===== src/sv/channel_min_max_average_stats_assert.svh =====
// Assertion macros shared by the channel statistics RTL.
`ifndef CHANNEL_MIN_MAX_AVERAGE_STATS_ASSERT_SVH
`define CHANNEL_MIN_MAX_AVERAGE_STATS_ASSERT_SVH

// Same-cycle implication, disabled while reset is low.
`define CMMAS_ASSERT_NOW(label, clk, rst_n, ante, cons) \
    label: assert property (@(posedge clk) disable iff (!rst_n) (ante) |-> (cons)) \
        else $error("cmmas same-cycle check failed");

// Next-cycle implication, disabled while reset is low.
`define CMMAS_ASSERT_NEXT(label, clk, rst_n, ante, cons) \
    label: assert property (@(posedge clk) disable iff (!rst_n) (ante) |=> (cons)) \
        else $error("cmmas next-cycle check failed");

`endif


===== src/sv/cmmas_ram.sv =====
// Generic single-port-write, registered-read RAM.
module cmmas_ram #(
    parameter int WIDTH = 32,
    parameter int DEPTH = 16,
    localparam int AW   = (DEPTH > 1) ? $clog2(DEPTH) : 1
) (
    input  logic             i_clk,
    input  logic             i_we,
    input  logic [AW-1:0]    i_waddr,
    input  logic [WIDTH-1:0] i_wdata,
    input  logic [AW-1:0]    i_raddr,
    output logic [WIDTH-1:0] o_rdata
);
    logic [WIDTH-1:0] r_mem [DEPTH];
    logic [WIDTH-1:0] r_rdata;

    always_ff @(posedge i_clk) begin
        if (i_we) begin
            r_mem[i_waddr] <= i_wdata;
        end
        r_rdata <= r_mem[i_raddr];
    end

    assign o_rdata = r_rdata;
endmodule


===== config.mk =====
export PLATFORM = sky130hd
export DESIGN_NAME = cmmas_ram
export DESIGN_NICKNAME = d
export VERILOG_FILES = /design/src/sv/channel_min_max_average_stats_assert.svh /design/src/sv/cmmas_ram.sv
export SDC_FILE = /design/constraint.sdc
export NUM_CORES = 1
export LEC_CHECK = 0
export BUFFER_PORTS_ARGS = -buffer_cell sky130_fd_sc_hd__buf_2
export CAP_MARGIN = 20
export CORE_MARGIN = 2
export CORE_UTILIZATION = 55
export CTS_BUF_LIST = sky130_fd_sc_hd__clkbuf_2 sky130_fd_sc_hd__clkbuf_4 sky130_fd_sc_hd__clkbuf_8
export DETAILED_ROUTE_END_ITERATION = 16
export GPL_ROUTABILITY_DRIVEN = 0
export PLACE_DENSITY = 0.7
export SLEW_MARGIN = 5
export SYNTH_ARGS = -nofsm -noshare
export SYNTH_HDL_FRONTEND = slang
export SYNTH_SLANG_ARGS = --single-unit

===== constraint.sdc =====
create_clock -name i_clk -period 5.7 [get_ports i_clk]
set_input_delay 0.855 -clock i_clk [delete_from_list [all_inputs] [get_ports i_clk]]
set_output_delay 0.855 -clock i_clk [all_outputs]
set_load 0.1 [all_outputs]

==> results of run 1 <==
## worst min path at each step
| stage | from | endpoint | slack, ns |
|---|---|---|---|
| 5_1_grt | i_wdata[16] | r_mem[8][16]$_DFFE_PP_ | 0.59 |
| 4_1_cts | i_wdata[16] | r_mem[7][16]$_DFFE_PP_ | 0.57 |
| 2_1_floorplan | r_mem[14][0]$_DFFE_PP_ | o_rdata[0]$_DFF_P_ | 0.63 |
| 3_3_place_gp | r_mem[14][7]$_DFFE_PP_ | o_rdata[7]$_DFF_P_ | 0.65 |
| 6_report | i_wdata[16] | r_mem[7][16]$_DFFE_PP_ | 0.61 |
| 3_5_place_dp | r_mem[14][7]$_DFFE_PP_ | o_rdata[7]$_DFF_P_ | 0.65 |
## critical path, stage by stage
cell and delay [ns]:
clkbuf_8 0.28, buf_16 0.40, buf_12 0.33, mux4_2 0.54
a22oi_1 0.21, nand2_1 0.09
## sequential cells by signal, summed over array words and instances (netlist names)
| signal | cells |
|---|---|
| r_mem | 512 |
| o_rdata | 32 |
## through the flow
step	power [uW]	hold WS [ns]	std cells	cell area (um^2)	util, %
after floorplan	4987	0.6349	838	19850	-
after global placement	5145	0.6469	1351	20910	58.78
after detailed placement	5155	0.6540	1351	20910	58.78
after CTS	8331	0.5680	1499	22590	63.51
after global routing	8532	0.5895	1501	22650	63.67
final	8255	0.6115	1501	22650	63.67
## power by group through the flow
stage	Sequential (uW)	Clock [uW]	Combinational, uW
floorplan	4770	0	215
global placement	4580	0	566
detailed placement	4580	0	573
CTS	4500	3260	573
global route	4510	3430	602
finish	4500	3190	569
## layer usage
metal	global-route usage, %	vias up	routed length (um)	share of wire (%)
met5	0	-	27	0.068
met4	5.892	4	672	1.7
met3	4.331	68	2674	6.8
met2	36.00	350	20100	51
met1	29.14	4791	15970	40
li1	-	3859	-	-
## kinds of logic after synthesis
group | Yosys count
AOI/OAI and AO/OA | 64
buffers and inverters | 43
muxes | 128
DFF | 544
and+or+nand+nor | 59
## final cells by class
type | count | area, um^2 | area share (%)
flip-flops and latches | 544 | 16020 | 70.72
multi-input cells | 251 | 3750 | 16.56
clock buffers | 134 | 1582 | 6.983
repair buffers | 97 | 621.8 | 2.746
well taps | 461 | 576.8 | 2.547
clock inverters | 14 | 101.3 | 0.4475
## cells in the final DEF (no fill, tap or decap)
master / count
a22oi_1: 64
and2_2: 1
buf_12: 2
buf_16: 2
buf_2: 71
buf_4: 21
bufinv_16: 1
clkbuf_4: 42
clkbuf_8: 93
clkinv_1: 7
clkinv_2: 2
dfxtp_1: 32
edfxtp_1: 512
inv_6: 4
mux4_2: 128
nand2_1: 33
nand2b_1: 2
nand3_1: 1
nand3b_1: 2
nor2_4: 13
nor2b_4: 2
nor3_2: 4
or3b_2: 1
==> flow_summary.yaml, run 1 <==
run_status:
  outcome: "finished, final reports clean"
yosys:
  yosysUniqueCellTypes: 18
  synth-xor-area-share_pct: 0
  synth.area.mux_share_pct: 14.52
  synth_compound_area_share_pct: 2.420
  synth.ff_latch_count: 544
  yosysSeqAreaShare_pct: 80.67
  synthSimpleGateAreaFrac_pct: 1.273
  ys_warn_count: 0
  synth_top_family_by_area: "multiplexers"
  synthTopCellsByCount: "512 x edfxtp_1, 128 x mux4_2, 64 x a22oi_1"
  synth.most_common_cell: "edfxtp_1"
  async_flop_share_pct: 0
  syn_area_um2: 19850
  synth.area.top_cells: "edfxtp_1 77%, mux4_2 15%, dfxtp_1 3.2%, a22oi_1 2.4%, nand2_1 0.62%"
  synth_top_area_share_pct: 77.44
  synth_nets: 880
  synth.avg_cell_area_um2: 23.69
  synth_edf_count: 512
  synth_area_leader_cell: "edfxtp_1"
  synth_ff_type: "edfxtp_1"
  synthCells: 838
  synth_fa_ha_area_share_pct: 0
routing:
  ant_nets: 0
  firstDrtPassIters: 7
  drt_iter0_markers: 873
  drc: 0
  route.detailed.wl_per_inst_um: 26.28
  wl_um: 39440
  vias_per_cell: 6.044
  vias: 9072
finish:
  fin_nets: 1018
  drive_gt1_share_pct: 37.21
  syn2layout_area_growth_pct: 14.07
  diodes: 0
  n_fill_cell: 2355
power:
  p_leak_uw: 0.007381
  pwr-share-seq_pct: 54.5
  power.switching_uw: 1822
  power.density_nw_per_um2: 364.5
  p_int_uw: 6433
  combPwrFrac_pct: 6.9
  worst_ir_drop_vdd_v: 0.0002574
  p_clk_share_pct: 38.6
  swShare_pct: 22.07
clock_network:
  tritoncts: "built"
  post_cts_buffers: 0
  clkSinkCount: 544
  cts_buffers: 82
  clockBufferDepth: 3
  worstSkewPairLatency_ns: 0.61
  cts_resized: 0
  htree_levels: 3
  root_buffer: "clkbuf_8"
  clkSlewWorstSetupHoldPaths_ns: 0.06
  cts_hold_buf: 0
critical_path:
  crit_required_ns: 6.16
  critical_path.startpoint: "i_raddr[0]"
  crit_type: "in -> reg"
  critPathLaunchType: "input pin"
  crit_fanout: 62
  rr_worst_depth: 3
  end_kind: "flop"
  cp-endpoint: "o_rdata[18]$_DFF_P_"
  crit_arrival_ns: 2.83
  reg2reg_to: "o_rdata[26]$_DFF_P_"
  r2r-start: "r_mem[3][26]$_DFFE_PP_"
  regToRegSetupSlack_ns: 4.35
timing:
  worst_slew_margin_rel_pct: 31.25
  fmax_ghz: 0.4227
  fin_crit_ns: 2.366
  rsz0062_at_grt: "false"
  finalSetupTns_ns: 0
  fin_ws_ns: 3.335
  tightest_slew_ns: 1.031
  fin_crit_sh_pct: 41.50
  drv_slew: 0
  fin_skew_ns: 0.02753
  finalHoldViolCount: 0
  setup_violations: 0
min_path:
  hp-class: "in -> reg"
  min_delay_path_depth: 1
grt:
  grt_first_pass_wirelength_um: 58880
  grtUsageTotal_pct: 21.46
  grt_max_degree: 83
  antenna_found_initial: 2
  grt_pass1_vias: 9452
  grt.overflow.total: 0
floorplan:
  num_rows: 69
  io_pins: 74
  fp.dieH_um: 194.0
  start_util_pct: 55.82
  die_w_um: 194.0
  die_area_um2: 37630
  coreArea_um2: 35570
flow_run:
  maxCapViolCount: 0
placed_design:
  place_ws_ns: 2.521
  port_buffers: 73
  post-dp-hpwl_um: 18730
Note: power is estimated with default switching activity, not from simulation.
==> run 2, diff against run 1 <==
Settings changed: ABC_AREA set to 1.
Clock period 5.7 ns to 2.2 ns, I/O delays scaled along.
==> flow_summary.yaml, run 2 <==
yosys:
  synth.most_common_cell: "nand2_1"
  synth_edf_count: 512
  synth_top_area_share_pct: 67.64
  yosysUniqueCellTypes: 15
  async_flop_share_pct: 0
  synth_nets: 2162
  synthCells: 2120
  ys_warn_count: 0
  synth.ff_latch_count: 544
  yosysSeqAreaShare_pct: 70.46
  synth_area_leader_cell: "edfxtp_1"
  synthTopCellsByCount: "677 x nand2_1, 512 x edfxtp_1, 388 x inv_1"
  syn_area_um2: 22730
  synth_ff_type: "edfxtp_1"
  synth.avg_cell_area_um2: 10.72
  synth.area.top_cells: "edfxtp_1 68%, nand2_1 11%, nand3_1 8.5%, inv_1 6.4%, dfxtp_1 2.8%"
finish:
  finish.utilization_pct: 62.61
  regMostFlops: "r_mem"
  n_fill_cell: 3156
  layout.cells.most_common: "nand2_1"
  layout.cells.non_filler: 2819
  final_cell_mix: "677 x nand2_1, 512 x edfxtp_1, 386 x inv_1, 385 x nand3_1, 97 x clkbuf_8"
  syn2layout_area_growth_pct: 12.47
  drive_gt1_share_pct: 12.29
  diodes: 0
  largest_reg_flops: 512
  fin_nets: 2258
critical_path:
  r2r-start: "r_mem[1][25]$_DFFE_PP_"
  critPathTopFamily: "buffers and inverters"
  crit_required_ns: 1.87
  crit_path_top_delay_cell: "buf_2"
  crit_path_max_incr_delay_ns: 0.45
  crit_arrival_ns: 1.47
  critPathLaunchType: "flop"
  cp_cell_sequence: "buf_2"
  path_buf_inv: 1
  crit_fanout: 1
  critical_path.startpoint: "o_rdata[10]$_DFF_P_"
  crit_type: "reg -> out"
  end_kind: "output port"
flow_run:
  maxCapViolCount: 0
clock_network:
  cts_buffers: 85
  worstSkewPairLatency_ns: 0.63
  htree_levels: 3
  post_cts_buffers: 0
  root_buffer: "clkbuf_8"
  clkSlewWorstSetupHoldPaths_ns: 0.06
  tritoncts: "built"
  clkSinkCount: 544
  cts_hold_buf: 0
  cts_resized: 0
  clockBufferDepth: 3
placed_design:
  port_buffers: 73
  post-dp-hpwl_um: 25580
  dp_cells: 2661
routing:
  ant_nets: 0
  vias_per_cell: 5.230
  drt_iter0_markers: 1537
  vias: 14740
  route.detailed.wl_per_inst_um: 17.85
  drc: 0
  firstDrtPassIters: 6
  wl_um: 50320
timing:
  finalSetupTns_ns: 0
  tightest_slew_ns: 0.7136
  fmax_ghz: 0.5548
  fin_crit_ns: 1.802
  fin_crit_sh_pct: 81.92
  rsz0062_at_grt: "false"
  fin_skew_ns: 0.01623
  setup_violations: 0
  worst_slew_margin_rel_pct: 52.43
  finalHoldViolCount: 0
  drv_slew: 0
power:
  p_leak_uw: 0.01098
  power_uw: 21960
  power.density_nw_per_um2: 859.0
  worst_ir_drop_vdd_v: 0.0004678
min_path:
  hp-class: "in -> reg"
  min-delay-start: "i_wdata[18]"
floorplan:
  start_util_pct: 55.67
  coreArea_um2: 40830
  fp.dieH_um: 207.3
  die_area_um2: 42970
  die_w_um: 207.3
  io_pins: 74
  num_rows: 74
grt:
  grt_max_degree: 135
  grt.overflow.total: 0
  grt_pass1_vias: 14370
  antenna_found_initial: 0
  grt_first_pass_wirelength_um: 78840
  grtUsageTotal_pct: 23.53
run_status:
  outcome: "finished, final reports clean"
[run 2: per-layer routing]
metal  vias up  share of wire, %  wire length, um  GRT usage, %
li1       7038                 -                -             -
met1      7051                43            21580         32.91
met2       575                48            23930         38.07
met3        80               7.7             3850         3.555
met4         0               1.9              966         8.079
met5         -                 0                0             0
[run 2: worst register-to-register path, delay by kind of cell (launching register included)]
family | cells | cell delay (ns)
flops | 1 | 0.37
simple gates | 5 | 0.51
buf+inv | 1 | 0.08
[run 2: cell families after synthesis]
group                  share of synthesized area, %
buffers and inverters                         9.539
flip-flops                                    70.46
AND/OR/NAND/NOR                               20.00
[run 2: worst paths after layout]
path / endpoint / slack [ns] / cells past startpoint
setup / recovery: o_rdata[10] / 0.40 / 1
hold reg to reg: o_rdata[30]$_DFF_P_ / 0.65 / 6
hold / removal: r_mem[5][18]$_DFFE_PP_ / 0.08 / 1
setup reg to reg: o_rdata[25]$_DFF_P_ / 1.14 / 6
[run 2: final cells by class]
type	count	area (um^2)	area share (%)
clock buffer	139	1644	6.431
clock inverter	19	92.59	0.3622
inverter	390	1471	5.755
multi-input combinational	1081	4667	18.25
sequential	544	16020	62.64
tap	532	665.6	2.604
timing repair buffer	114	1010	3.949
[run 2: stage by stage]
step	hold WS [ns]	setup WS [ns]	area, um^2
after floorplan	0.4289	-0.1227	22750
after global placement	0.6361	0.5116	23830
after detailed placement	0.6496	0.4465	23830
after CTS	0.02164	0.3716	25570
after global routing	0.05547	0.3617	25570
final	0.07590	0.3977	25570
[run 2: where the power goes]
part	internal, uW	total (uW)	leakage [uW]	switching [uW]
registers	11600	11700	0.00490	72.7
logic	404	1810	0.00516	1410
clock network	4720	8490	0.000926	3770
==> run 3, diff against run 2 <==
Clock period 2.2 ns to 1.79 ns, I/O delays scaled along.
==> flow_summary.yaml, run 3 (synthesized netlist as in run 2, its figures left out) <==
run_status:
  outcome: "finished, final reports clean"
timing:
  rsz0062_at_grt: "false"
  fin_crit_sh_pct: 95.88
  fin_crit_ns: 1.716
  worst_slew_margin_rel_pct: 66.67
  drv_slew: 0
  finalHoldViolCount: 0
  fmax_ghz: 0.5827
  setup_violations: 0
  holdWs_ns: 0.03889
  fin_skew_ns: 0.01077
  tightest_slew_ns: 0.4999
finish:
  regMostFlops: "r_mem"
  largest_reg_flops: 512
  syn2layout_area_growth_pct: 15.01
  layout.cells.most_common: "nand2_1"
  drive_gt1_share_pct: 12.81
  fin_nets: 2303
  finalInstanceArea_um2: 26140
  final_cell_mix: "677 x nand2_1, 512 x edfxtp_1, 386 x inv_1, 385 x nand3_1, 95 x clkbuf_8"
  diodes: 0
critical_path:
  crit_required_ns: 1.52
  path_buf_inv: 1
  crit_arrival_ns: 1.45
  crit_type: "reg -> out"
  reg2reg_to: "o_rdata[15]$_DFF_P_"
  cp_cell_sequence: "buf_2"
  critPathTopFamily: "buffers and inverters"
  crit_path_max_incr_delay_ns: 0.44
  r2r-start: "r_mem[0][15]$_DFFE_PP_"
  end_kind: "output port"
  crit_fanout: 1
  crit_path_top_delay_cell: "buf_2"
  critPathLaunchType: "flop"
  regToRegSetupSlack_ns: 0.71
  rr_worst_depth: 6
routing:
  firstDrtPassIters: 6
  vias: 14770
  route.detailed.wl_per_inst_um: 17.71
  drt_iter0_markers: 1311
  vias_per_cell: 5.166
  wl_um: 50640
  drc: 0
  ant_nets: 0
grt:
  grt_max_degree: 77
  antenna_found_initial: 1
  grt.overflow.total: 0
  grt_pass1_vias: 14800
  grt_first_pass_wirelength_um: 79690
  grtUsageTotal_pct: 23.89
floorplan:
  io_pins: 74
  fp.dieH_um: 207.3
  die_area_um2: 42970
  coreArea_um2: 40830
  num_rows: 74
  start_util_pct: 55.67
  die_w_um: 207.3
clock_network:
  clkSlewWorstSetupHoldPaths_ns: 0.06
  tritoncts: "built"
  cts_buffers: 84
  worstSkewPairLatency_ns: 0.64
  root_buffer: "clkbuf_8"
  clockBufferDepth: 3
  htree_levels: 3
  post_cts_buffers: 0
  clkSinkCount: 544
placed_design:
  post-dp-hpwl_um: 28550
  place_area_um2: 24180
  port_buffers: 73
min_path:
  hold_end: "r_mem[3][31]$_DFFE_PP_"
  min-delay-start: "i_wdata[31]"
  hp-class: "in -> reg"
  min_delay_path_depth: 1
power:
  p_leak_uw: 0.01122
  worst_ir_drop_vdd_v: 0.0004941
  power.density_nw_per_um2: 1034
flow_run:
  maxCapViolCount: 0
-- run 3: changes by cell type in the layout (fill, tap and decap cells not counted), moves of 2 or more --
cell / change
buf_12: +15
buf_4: +8
bufinv_16: +2
clkbuf_4: -12
clkbuf_8: -2
clkinv_2: +4
clkinvlp_4: +3
dlygate4sd3_1: +24
-- run 3: repair_timing --
action	4_1_cts	5_1_grt
resized for setup	1	0
endpoints found under the setup margin	1	0
hold buffers	24	0
hold endpoints to repair	323	0
-- run 3: power by group --
group          internal, uW  leakage [uW]  switching [uW]  total (uW)
logic                   575       0.00542            1770        2340
registers             14200       0.00490            83.8       14300
clock network          5750      0.000899            4610       10400
-- run 3: worst max-delay path by stage --
stage                                   start                     end  slack [ns]  cells after the start
final                     o_rdata[12]$_DFF_P_             o_rdata[12]        0.07                      1
after global routing      o_rdata[12]$_DFF_P_             o_rdata[12]        0.04                      1
after CTS                 o_rdata[12]$_DFF_P_             o_rdata[12]        0.03                      1
after detailed placement           i_raddr[0]     o_rdata[23]$_DFF_P_        0.19                      7
after global placement             i_waddr[2]  r_mem[1][17]$_DFFE_PP_        0.23                      5
after floorplan                    i_waddr[2]  r_mem[10][0]$_DFFE_PP_       -0.47                      2
-- run 3: per-layer routing --
| layer | global-route usage (%) | routed length [um] |
|---|---|---|
| met5 | 0 | 13 |
| met4 | 8.842 | 1094 |
| met3 | 4.297 | 3821 |
| met1 | 32.76 | 21710 |
| met2 | 38.59 | 24000 |
-- run 3: worst register-to-register path: stages (launching register included) --
cell	delay, ns
edfxtp_1	0.39
inv_1	0.07
nand2_1	0.05
nand3_1	0.08
nand3_1	0.12
nand3_1	0.15
nand2_1	0.09
-- run 3: metrics by stage --
stage / setup slack [ns] / instances / total power (uW) / utilization, % / TNS, ns
3_3_place_gp: 0.2286 / 2683 / 16830 / 59.22 / 0
5_1_grt: 0.04118 / 2859 / 27990 / 64.03 / 0
4_1_cts: 0.03263 / 2859 / 27240 / 64.03 / 0
3_5_place_dp: 0.1864 / 2683 / 16880 / 59.22 / 0
2_1_floorplan: -0.4712 / 2120 / 16160 / - / -150.67
6_report: 0.07383 / 2859 / 27030 / 64.03 / 0
-- run 3: final cells by class --
class / count / area (um^2)
Fill cell: 3060 / 14690
Timing Repair Buffer: 160 / 1605
Inverter: 390 / 1471
Multi-Input combinational cell: 1081 / 4667
Clock inverter: 27 / 191.4
Clock buffer: 125 / 1526
Tap cell: 532 / 665.6
Sequential cell: 544 / 16020
