--- config.mk ---
export PLATFORM = sky130hd
export DESIGN_NAME = cmmas_div
export DESIGN_NICKNAME = d
export VERILOG_FILES = /design/src/sv/channel_min_max_average_stats_assert.svh /design/src/sv/cmmas_pkg.sv /design/src/sv/cmmas_div.sv
export SDC_FILE = /design/constraint.sdc
export NUM_CORES = 1
export LEC_CHECK = 0
export BUFFER_PORTS_ARGS = -buffer_cell sky130_fd_sc_hd__buf_2
export CORE_ASPECT_RATIO = 1.75
export CORE_MARGIN = 2
export CORE_UTILIZATION = 55
export CTS_CLUSTER_SIZE = 14
export DETAILED_ROUTE_END_ITERATION = 8
export GPL_TIMING_DRIVEN = 0
export PLACE_DENSITY = 0.88
export SLEW_MARGIN = 20
export SYNTH_ARGS = -nofsm -noshare
export SYNTH_HDL_FRONTEND = slang
export SYNTH_SLANG_ARGS = --single-unit
--- constraint.sdc ---
create_clock -name i_clk -period 4.58 [get_ports i_clk]
set_input_delay 0.916 -clock i_clk [delete_from_list [all_inputs] [get_ports i_clk]]
set_output_delay 0.916 -clock i_clk [all_outputs]
set_load 0.01 [all_outputs]
--- src/sv/channel_min_max_average_stats_assert.svh ---
// Assertion macros shared by the channel statistics RTL.
`ifndef CHANNEL_MIN_MAX_AVERAGE_STATS_ASSERT_SVH
`define CHANNEL_MIN_MAX_AVERAGE_STATS_ASSERT_SVH

// Same-cycle implication, disabled while reset is low.
`define CMMAS_ASSERT_NOW(label, clk, rst_n, ante, cons) \
    label: assert property (@(posedge clk) disable iff (!rst_n) (ante) |-> (cons)) \
        else $error("cmmas same-cycle check failed");

// Next-cycle implication, disabled while reset is low.
`define CMMAS_ASSERT_NEXT(label, clk, rst_n, ante, cons) \
    label: assert property (@(posedge clk) disable iff (!rst_n) (ante) |=> (cons)) \
        else $error("cmmas next-cycle check failed");

`endif

--- src/sv/cmmas_pkg.sv ---
// Types and constants for the channel statistics block.
package cmmas_pkg;

    localparam int DATA_W = 32;
    localparam int CH_W   = 4;
    localparam int REQ_W  = 3;

    localparam logic [REQ_W-1:0] REQ_CLEAR  = 3'd0;
    localparam logic [REQ_W-1:0] REQ_ACCUM  = 3'd1;
    localparam logic [REQ_W-1:0] REQ_READ   = 3'd2;
    localparam logic [REQ_W-1:0] REQ_SETMIN = 3'd3;
    localparam logic [REQ_W-1:0] REQ_SETMAX = 3'd4;

    // One channel's stored record.
    typedef struct packed {
        logic [DATA_W-1:0] min_value;
        logic [DATA_W-1:0] max_value;
        logic [DATA_W-1:0] spread;
        logic [DATA_W-1:0] midpoint;
        logic [DATA_W-1:0] total;
        logic [DATA_W-1:0] sample_count;
        logic [DATA_W-1:0] mean;
    } t_rec;

endpackage

--- src/sv/cmmas_div.sv ---
// Bit-serial signed-by-unsigned divider, one quotient bit per cycle.
module cmmas_div
    import cmmas_pkg::*;
(
    input  logic                     i_clk,
    input  logic                     i_rst_n,
    input  logic                     i_start,
    input  logic signed [DATA_W-1:0] i_dividend,
    input  logic [DATA_W-1:0]        i_divisor,
    output logic                     o_done,
    output logic [DATA_W-1:0]        o_quotient
);
    localparam int CNT_W = $clog2(DATA_W);

    logic [DATA_W-1:0] r_quo;
    logic [DATA_W-1:0] r_rem;
    logic [DATA_W-1:0] r_div;
    logic [CNT_W-1:0]  r_cnt;
    logic              r_neg;
    logic              r_busy;
    logic              r_done;

    logic [DATA_W:0]   w_rem_sh;
    logic [DATA_W:0]   w_diff;
    logic [DATA_W-1:0] w_mag;

    // Shift the next dividend bit into the partial remainder and try a subtract.
    assign w_rem_sh = {r_rem, r_quo[DATA_W-1]};
    assign w_diff   = w_rem_sh - {1'b0, r_div};
    assign w_mag    = i_dividend[DATA_W-1] ? (DATA_W)'(-i_dividend) : i_dividend;

    always_ff @(posedge i_clk) begin
        if (!i_rst_n) begin
            r_busy <= 1'b0;
            r_done <= 1'b0;
        end else begin
            r_done <= 1'b0;
            if (i_start) begin
                r_busy <= 1'b1;
            end else if (r_busy && (r_cnt == CNT_W'(DATA_W - 1))) begin
                r_busy <= 1'b0;
                r_done <= 1'b1;
            end
        end

        if (i_start) begin
            r_quo <= w_mag;
            r_rem <= '0;
            r_div <= i_divisor;
            r_neg <= i_dividend[DATA_W-1];
            r_cnt <= '0;
        end else if (r_busy) begin
            r_cnt <= r_cnt + 1'b1;
            if (!w_diff[DATA_W]) begin
                r_rem <= w_diff[DATA_W-1:0];
                r_quo <= {r_quo[DATA_W-2:0], 1'b1};
            end else begin
                r_rem <= w_rem_sh[DATA_W-1:0];
                r_quo <= {r_quo[DATA_W-2:0], 1'b0};
            end
        end
    end

    assign o_done     = r_done;
    assign o_quotient = r_neg ? (-r_quo) : r_quo;
endmodule

==> flow_metrics.py, run 1 <==
metrics = {
    "run_status": {
        "status": "finished with violations",
        "violations": "setup timing",
    },
    "drt": {
        "dr.first_iter.drc_count": 532,
        "via_per_inst": 6.09,
        "wl_um": 19500,
        "vias": 6747,
        "dr.pass1.iters": 6,
        "drc": 0,
        "drtAntennaViolNets": 0,
        "wl_per_cell_um": 17.6,
    },
    "yosys": {
        "yosys_warnings": 0,
        "synth_area_leaders": "edfxtp_1, dfxtp_1, ha_1, xnor2_1, nor2_1",
        "synth_common_cells": "nor2_1, a21oi_1, edfxtp_1, o21ai_0, nand2_1",
        "synth_ff_type": "edfxtp_1",
        "syn_nets": 915,
        "synth.most_common_cell": "nor2_1",
        "ys_types": 61,
        "yosysSeqAreaShare": 0.384,
        "synth_largest_area_cell": "edfxtp_1",
        "async_flop_share": 0,
        "syn_avg_cell_area_um2": 8.78,
        "netlist_area_mm2": 0.00712,
        "ys_seq_elements": 104,
        "synth-edff-count": 65,
        "synth_top_area_share": 0.274,
        "syn_inst": 811,
    },
    "sta": {
        "max_freq_mhz": 213,
        "worst_slack_ps": -124,
        "rsz0062_at_grt": "true",
        "worstMarginPinSlew_ps": 844,
        "hold_ws_ps": 505,
        "slew_headroom": 0.437,
        "setup_tns_ps": -382,
        "finalCriticalPeriod_ps": 4700,
        "fin_crit_sh": 1.03,
        "finalHoldViolations": 0,
        "setup_violations": 5,
        "clock_skew_ps": 5.79,
        "finalMaxSlewViolations": 0,
    },
    "finish": {
        "diodes": 0,
        "area_growth_pct": 16.3,
        "nNetsFinal": 1035,
        "drive_above_1_share": 0.171,
    },
    "setup_path": {
        "r2r_start": "r_quo[31]",
        "cp.required_ps": 3660,
        "cp-start-kind": "register",
        "crit_fanout": 4,
        "ff2ff_setup_slack_ps": 260,
        "r2r-end": "r_rem[8]",
        "r2r_cells": 13,
        "path_class": "register to output port",
        "endpoint_kind": "output port",
        "crit_arrival_ps": 3790,
    },
    "clocking": {
        "cts.clk_slew.worst_paths_ps": 70,
        "cts_max_level": 3,
        "insertion_delay_ps": 350,
        "cts_hold_buf": 0,
        "root_buffer": "clkbuf_16",
        "numCtsBuffers": 9,
        "clkSinkCount": 104,
        "cts_tree": "yes",
        "ctsLongestPathBuffers": 2,
    },
    "placement": {
        "hpwl_um": 14600,
        "numPortBuffers": 99,
        "gp_congestion": 0.959,
    },
    "grt": {
        "grt_pass1_wl_um": 30600,
        "grt_overflow_total": 0,
        "met2_usage": 0.521,
        "track_usage": 0.270,
        "met3_usage": 0.0346,
        "antenna_found_initial": 0,
        "grt_start_max_net_pins": 37,
        "first_global_vias": 6694,
        "busiest_layer": "met2",
        "met1_usage": 0.263,
    },
    "floorplanning": {
        "die_w_um": 90.0,
        "fp.dieArea_mm2": 0.0139,
        "die_y_um": 155,
        "start_util": 0.557,
        "core-area_mm2": 0.0128,
        "io_pins": 100,
        "rows": 55,
    },
    "worst_hold_path": {
        "holdPathStages": 2,
        "hold_path_end": "r_rem[17]",
        "hp-start": "r_rem[17]",
        "hold_class": "register to register",
    },
    "flow_run": {
        "drv_cap": 0,
    },
    "power_and_ir_drop": {
        "p_leak_nw": 3.46,
        "p_per_area_mw_per_mm2": 338,
        "vdd_ir_drop_max_mv": 0.224,
    },
}
-- cells by family (layout without fill, tap and decap cells) --
kind of cell | Yosys count | in the layout | share of synthesized area
compound gates | 244 | 244 | 0.223
fa+ha+maj | 37 | 37 | 0.0660
xor+xnor | 84 | 84 | 0.103
flops | 104 | 104 | 0.384
mux | 5 | 5 | 0.00720
simple gates | 247 | 247 | 0.168
buf+inv | 90 | 215 | 0.0486
-- report_power, final --
part	total, W	leakage (nW)	switching, W	internal (W)
Sequential	0.00118	0.959	0.0000825	0.00110
Clock	0.000767	0.144	0.000362	0.000406
Combinational	0.000858	2.36	0.000507	0.000350
Total	0.00280	3.46	0.000951	0.00185
-- routing by layer --
| metal | vias to the layer above | wire (um) |
|---|---|---|
| li1 | 3187 | - |
| met1 | 3146 | 6730 |
| met2 | 331 | 10600 |
| met3 | 83 | 1080 |
| met4 | 0 | 1060 |
| met5 | - | 0 |
-- worst max path at each step --
| stage | end | start | slack (ps) | cells past startpoint |
|---|---|---|---|---|
| 5_1_grt | o_quotient[30] | r_quo[1] | -210 | 12 |
| 3_5_place_dp | o_quotient[31] | r_quo[0] | 80 | 10 |
| 6_report | o_quotient[30] | r_quo[1] | -120 | 12 |
| 4_1_cts | o_quotient[30] | r_quo[0] | -90 | 12 |
| 3_3_place_gp | o_quotient[31] | r_quo[0] | 110 | 10 |
| 2_1_floorplan | o_quotient[28] | r_quo[0] | 550 | 11 |
-- through the flow --
step	setup WS, ps	instance area (um2)	util	cells	power, W
5_1_grt	-206	8290	0.647	1107	0.00293
2_1_floorplan	546	7120	-	811	0.00176
6_report	-124	8290	0.647	1107	0.00280
4_1_cts	-90.3	8180	0.639	1102	0.00277
3_5_place_dp	82.4	7830	0.612	1081	0.00201
3_3_place_gp	106	7830	0.612	1081	0.00199
-- layout make-up --
class                   instances  area (um2)
multi-input cells             617        4130
repair buffers                109         571
plain buffers                  41         163
well taps                     171         214
flip-flops and latches        104        2730
fillers                      1074        4510
clock inverters                 4        35.0
clock buffers                  12         256
inverters                      49         184
-- registers in the layout, indices dropped and copies added (netlist names) --
register,count
r_rem,32
r_cnt,5
r_neg,1
r_busy,1
r_div,32
o_done,1
r_quo,32
-- layout by cell type, fill, tap and decap left out, drive strengths merged, types with 28 or more instances in the layout --
| master | n |
|---|---|
| a311oi | 28 |
| inv | 51 |
| xnor2 | 48 |
| a21oi | 65 |
| o21ai | 66 |
| clkbuf | 47 |
| buf | 115 |
| dfxtp | 39 |
| nor2 | 92 |
| nand3 | 30 |
| xor2 | 36 |
| edfxtp | 65 |
| ha | 36 |
| nand2 | 53 |
-- what timing repair did --
item                       CTS  global route
hold endpoints to repair     0             0
pin swaps                    4             0
setup buffers                5             5
setup endpoints to repair    8            10
resized for setup            4            14
-- critical path: stages, from the launching register on --
cell and delay, ps:
edfxtp_1 450, inv_2 80, ha_2 200, nand2b_4 60, nand2b_4 130, or4_4 440, or3_4 380, or4_4 510
or4_4 460, or2_4 280, o21ai_2 150, xnor2_1 140, buf_2 150
No activity file was read; power rests on OpenSTA's default activity.
==> run 2: changes to the inputs <==
--- a/config.mk
+++ b/config.mk
@@ -8,11 +8,12 @@
 export BUFFER_PORTS_ARGS = -buffer_cell sky130_fd_sc_hd__buf_2
 export CORE_ASPECT_RATIO = 1.75
 export CORE_MARGIN = 2
-export CORE_UTILIZATION = 55
+export CORE_UTILIZATION = 35
 export CTS_CLUSTER_SIZE = 14
 export DETAILED_ROUTE_END_ITERATION = 8
 export GPL_TIMING_DRIVEN = 0
-export PLACE_DENSITY = 0.88
+export PLACE_DENSITY = 0.64
+export SETUP_SLACK_MARGIN = 0.05
 export SLEW_MARGIN = 20
 export SYNTH_ARGS = -nofsm -noshare
 export SYNTH_HDL_FRONTEND = slang
==> run 2 against run 1 <==
  * The run still ends with setup timing left
  * Cell area grew 1.1%
  * Flip-flop and latch count is the same
  * Critical path depth shrank 1
  * Non-clock buffer count grew 1
  * Routed wire length grew 2.2%
  * Critical endpoint unchanged
  * Maximum frequency grew 1.3%
  * Sequential share of layout area shrank 0.36 points
  * Register-to-register slack gained 60 ps
  * Global-route usage shrank 8.6 points
  * Via count shrank 3.9%
==> flow_metrics.py, run 2 (synthesized netlist as in run 1, its figures left out) <==
metrics = {
    "run_status": {
        "status": "finished with violations",
        "violations": "setup timing",
    },
    "clocking": {
        "cts_hold_buf": 0,
        "insertion_delay_ps": 360,
        "cts_max_level": 3,
        "numCtsBuffers": 9,
        "clkSinkCount": 104,
        "cts_tree": "yes",
        "cts.clk_slew.worst_paths_ps": 80,
        "root_buffer": "clkbuf_16",
        "ctsLongestPathBuffers": 2,
    },
    "grt": {
        "track_usage": 0.184,
        "grt_pass1_wl_um": 31800,
        "grt_overflow_total": 0,
        "first_global_vias": 6455,
        "grt_start_max_net_pins": 37,
        "antenna_found_initial": 0,
    },
    "drt": {
        "dr.pass1.iters": 5,
        "vias": 6486,
        "via_per_inst": 5.47,
        "wl_um": 19900,
        "drtAntennaViolNets": 0,
        "drc": 0,
        "dr.first_iter.drc_count": 413,
        "wl_per_cell_um": 16.8,
    },
    "finish": {
        "utilization": 0.416,
        "final_common_cell": "buf_2",
        "seq_area_mm2": 0.00273,
        "fin_area_mm2": 0.00838,
        "layout_common_cells": "buf_2, nor2_1, a21oi_1, edfxtp_1, o21ai_0",
        "drive_above_1_share": 0.168,
        "diodes": 0,
        "nNetsFinal": 1036,
        "area_growth_pct": 17.6,
        "fillerInstances": 2045,
        "multi_input_area_mm2": 0.00413,
        "reg.largest.list": "r_div (32), r_quo (32), r_rem (32)",
    },
    "setup_path": {
        "crit_fanout": 3,
        "cp.required_ps": 3660,
        "r2r_cells": 13,
        "cp-start-kind": "register",
        "path_class": "register to output port",
        "crit_arrival_ps": 3730,
        "endpoint_kind": "output port",
    },
    "sta": {
        "worstMarginPinSlew_ps": 857,
        "finalMaxSlewViolations": 0,
        "worst_slack_ps": -62.2,
        "finalCriticalPeriod_ps": 4640,
        "rsz0062_at_grt": "true",
        "slew_headroom": 0.429,
        "finalHoldViolations": 0,
        "clock_skew_ps": 13.1,
        "setup_violations": 5,
        "fin_crit_sh": 1.01,
        "setup_tns_ps": -197,
        "max_freq_mhz": 215,
    },
    "floorplanning": {
        "core-area_mm2": 0.0201,
        "die_y_um": 193,
        "rows": 69,
        "die_w_um": 112,
        "fp.dieArea_mm2": 0.0216,
        "io_pins": 100,
        "start_util": 0.354,
    },
    "placement": {
        "placed_area_mm2": 0.00793,
        "hpwl_um": 15400,
        "numPortBuffers": 99,
        "gp_congestion": 0.886,
    },
    "power_and_ir_drop": {
        "vdd_ir_drop_max_mv": 0.167,
        "p_per_area_mw_per_mm2": 334,
        "p_leak_nw": 3.46,
    },
    "worst_hold_path": {
        "holdPathStages": 2,
        "hold_class": "register to register",
    },
    "flow_run": {
        "drv_cap": 0,
    },
}
run 2: changes by cell type in the layout (fill, tap and decap cells not counted), moves of 2 or more:
| cell | previous run | this run |
|---|---|---|
| inv_2 | 3 | 1 |
| clkbuf_8 | 2 | 0 |
| inv_1 | 46 | 48 |
| clkinvlp_4 | 0 | 2 |
run 2: where the power goes:
part           leakage [nW]  switching, W  internal (W)
Sequential            0.959     0.0000826       0.00110
Clock                 0.132      0.000386      0.000379
Combinational          2.37      0.000504      0.000349
Total                  3.46      0.000972       0.00182
run 2: final cells by class:
| type | count | share of cell area |
|---|---|---|
| plain buffers | 41 | 0.0194 |
| clock buffers | 10 | 0.0273 |
| clock inverters | 6 | 0.00627 |
| inverters | 49 | 0.0220 |
| multi-input cells | 617 | 0.493 |
| flip-flops and latches | 104 | 0.326 |
| well taps | 248 | 0.0370 |
| repair buffers | 110 | 0.0690 |
run 2: metrics by stage:
step	instances	setup WS (ps)	power, W	hold slack, ps
final	1185	-62.2	0.00280	506
after global routing	1185	-170	0.00296	537
after CTS	1182	-115	0.00281	506
after detailed placement	1158	105	0.00203	495
after global placement	1158	128	0.00202	483
after floorplan	811	546	0.00176	463
run 2: what timing repair did:
action / in CTS / in global routing
setup buffers: 8 / 3
pin swaps: 8 / 4
hold endpoints to repair: 0 / 0
setup endpoints to repair: 8 / 38
resized for setup: 11 / 5
run 2: final timing paths:
check	start	slack, ps	end
worst max-delay path	r_quo[6]	-60	o_quotient[30]
worst min-delay path	r_rem[28]	510	r_rem[28]
worst max register to register	r_quo[31]	320	r_rem[21]
worst min register to register	r_rem[28]	510	r_rem[28]
run 2: worst max-delay path: stages (launching register included):
cell and delay (ps):
edfxtp_1 460, nor4_4 330, buf_4 170, nand2b_4 50, or4_4 440, or3_4 360, or4_4 430, or4_4 440
or2_4 250, o21ai_2 150, xnor2_2 130, buf_2 150
run 2: routing by layer:
metal | part of all wire | wire length [um] | track usage | vias to the layer above
li1 | - | - | - | 3217
met1 | 0.38 | 7550 | 0.188 | 3037
met2 | 0.55 | 10900 | 0.368 | 184
met3 | 0.034 | 686 | 0.0179 | 48
met4 | 0.039 | 770 | 0.0888 | 0
met5 | 0 | 0 | 0 | -
==> run 3: changes to the inputs <==
--- a/config.mk
+++ b/config.mk
@@ -5,6 +5,7 @@
 export SDC_FILE = /design/constraint.sdc
 export NUM_CORES = 1
 export LEC_CHECK = 0
+export ABC_AREA = 1
 export BUFFER_PORTS_ARGS = -buffer_cell sky130_fd_sc_hd__buf_2
 export CORE_ASPECT_RATIO = 1.75
 export CORE_MARGIN = 2
==> run 3 against run 2 <==
  * The run now ends clean
  * Area after synthesis grew 17%
  * Die area is 17% higher
  * Utilization decreased by 0.92 points
  * Maximum frequency rose by 18%
  * Routed wire length rose by 25%
  * Register-to-register slack gained 1400 ps
  * Critical path type unchanged
  * Critical endpoint is now o_quotient[28]
  * Largest power group unchanged
==> flow_metrics.py, run 3 <==
metrics = {
    "yosys": {
        "ys_seq_elements": 104,
        "synth_fa_ha_area_frac": 0.0562,
        "synth.area.mux_share": 0,
        "yosysSeqAreaShare": 0.327,
        "syn_nets": 1417,
        "ys_types": 37,
        "synth.most_common_cell": "nand2_1",
        "synth_top_family_by_area": "simple AND/OR/NAND/NOR gates",
        "synth_common_cells": "nand2_1, inv_1, nor2_1, nand3_1, edfxtp_1",
        "synth_xor_area_frac": 0.0607,
        "syn_inst": 1313,
        "syn_avg_cell_area_um2": 6.37,
        "synth_area_leaders": "edfxtp_1, nand2_1, inv_1, dfxtp_1, nand3_1",
        "synth_compound_area_frac": 0.0629,
        "yosys_warnings": 0,
        "synth_largest_area_cell": "edfxtp_1",
        "async_flop_share": 0,
        "synth-simple-area-share": 0.363,
        "synth-edff-count": 65,
        "synth_ff_type": "edfxtp_1",
        "synth_top_area_share": 0.233,
        "netlist_area_mm2": 0.00837,
    },
    "run_status": {
        "status": "completed",
    },
    "grt": {
        "grt_overflow_total": 0,
        "first_global_vias": 8314,
        "track_usage": 0.204,
        "grt_pass1_wl_um": 40100,
        "antenna_found_initial": 1,
        "grt_start_max_net_pins": 38,
    },
    "clocking": {
        "cts_setup_buffers": 0,
        "cts.clk_slew.worst_paths_ps": 80,
        "cts_tree": "yes",
        "numCtsBuffers": 9,
        "cts_hold_buf": 0,
        "cts_max_level": 3,
        "clkSinkCount": 104,
        "ctsLongestPathBuffers": 2,
        "insertion_delay_ps": 370,
        "root_buffer": "clkbuf_16",
        "ctsResizeCount": 0,
    },
    "finish": {
        "nNetsFinal": 1527,
        "drive_above_1_share": 0.0959,
        "utilization": 0.407,
        "area_growth_pct": 14.0,
        "final_common_cell": "nand2_1",
        "reg.largest.list": "r_div (32), r_quo (32), r_rem (32)",
        "layout_common_cells": "nand2_1, inv_1, nor2_1",
        "diodes": 0,
    },
    "sta": {
        "finalHoldViolations": 0,
        "clock_skew_ps": 10.7,
        "slew_headroom": 0.346,
        "setup_violations": 0,
        "rsz0062_at_grt": "false",
        "setup_tns_ps": 0,
        "hold_ws_ps": 475,
        "fin_crit_sh": 0.859,
        "worstMarginPinSlew_ps": 981,
        "finalCriticalPeriod_ps": 3930,
        "finalMaxSlewViolations": 0,
        "max_freq_mhz": 254,
        "worst_slack_ps": 648,
    },
    "power_and_ir_drop": {
        "p_per_area_mw_per_mm2": 253,
        "p_leak_nw": 5.09,
        "vdd_ir_drop_max_mv": 0.205,
        "power.total_w": 0.00241,
    },
    "floorplanning": {
        "die_w_um": 121,
        "die_y_um": 209,
        "fp.dieArea_mm2": 0.0252,
        "core-area_mm2": 0.0234,
        "io_pins": 100,
        "start_util": 0.357,
        "rows": 74,
    },
    "drt": {
        "drc": 0,
        "dr.pass1.iters": 5,
        "wl_um": 24800,
        "via_per_inst": 4.71,
        "drtAntennaViolNets": 0,
        "dr.first_iter.drc_count": 300,
        "vias": 8157,
        "wl_per_cell_um": 14.3,
    },
    "setup_path": {
        "endpoint_kind": "output port",
        "cp.required_ps": 3660,
        "crit_arrival_ps": 3020,
        "cp-start-kind": "register",
        "path_class": "register to output port",
        "crit_fanout": 3,
    },
    "placement": {
        "numPortBuffers": 99,
        "dp_slack_ps": 1040,
        "gp_congestion": 0.969,
        "hpwl_um": 20400,
    },
    "worst_hold_path": {
        "hold_class": "register to register",
    },
    "flow_run": {
        "drv_cap": 0,
    },
}
==> run 3: cell families (layout without fill, tap and decap cells) <==
logic type	after synthesis	count (layout)
xor gates and xnor gates	58	58
AOI/OAI and AO/OA	97	97
adders and majority gates	37	37
buffers and inverters	284	399
DFF	104	104
and+or+nand+nor	733	733
==> run 3: layer usage <==
layer / global-route usage / vias up / wire length (um)
li1: - / 4273 / -
met2: 0.406 / 200 / 13900
met4: 0.128 / 2 / 1460
met1: 0.187 / 3610 / 8670
met3: 0.0252 / 72 / 761
met5: 0 / - / 11
==> run 3: path summary, 6_finish.rpt <==
kind,from,to,slack (ps),depth (start not counted)
setup / recovery,r_quo[0],o_quotient[28],650,13
hold / removal,r_rem[2],r_rem[2],470,2
setup reg to reg,r_quo[31],r_quo[0],1720,16
hold reg to reg,r_rem[2],r_rem[2],470,2
==> run 3: final cells by class <==
type	count	area, um2
timing repair buffer	99	495
sequential	104	2730
fill	2571	13900
multi-input combinational	925	4540
clock inverter	6	47.5
buffer	26	128
clock buffer	10	250
tap	304	380
inverter	258	968
==> run 3: worst max-delay path: stages (launching register included) <==
cell and delay [ps]:
edfxtp_1 420, inv_1 110, ha_1 160, inv_1 60, nor3_1 180, nand2_1 120, nor2_1 240, nand3_1 180
nor2_1 200, nand2_1 100, o21ai_0 410, nand2_1 120, xor2_1 190, buf_2 160
==> run 3: stage by stage <==
step	cell area [um2]	instances
6_report	9540	1732
5_1_grt	9540	1732
4_1_cts	9540	1732
3_5_place_dp	9240	1716
3_3_place_gp	9240	1716
2_1_floorplan	8370	1313
==> run 3: where the power goes <==
part | internal, W | switching [W]
sequential | 0.00107 | 0.0000418
combinational | 0.000182 | 0.000329
clock | 0.000409 | 0.000382
total | 0.00166 | 0.000753
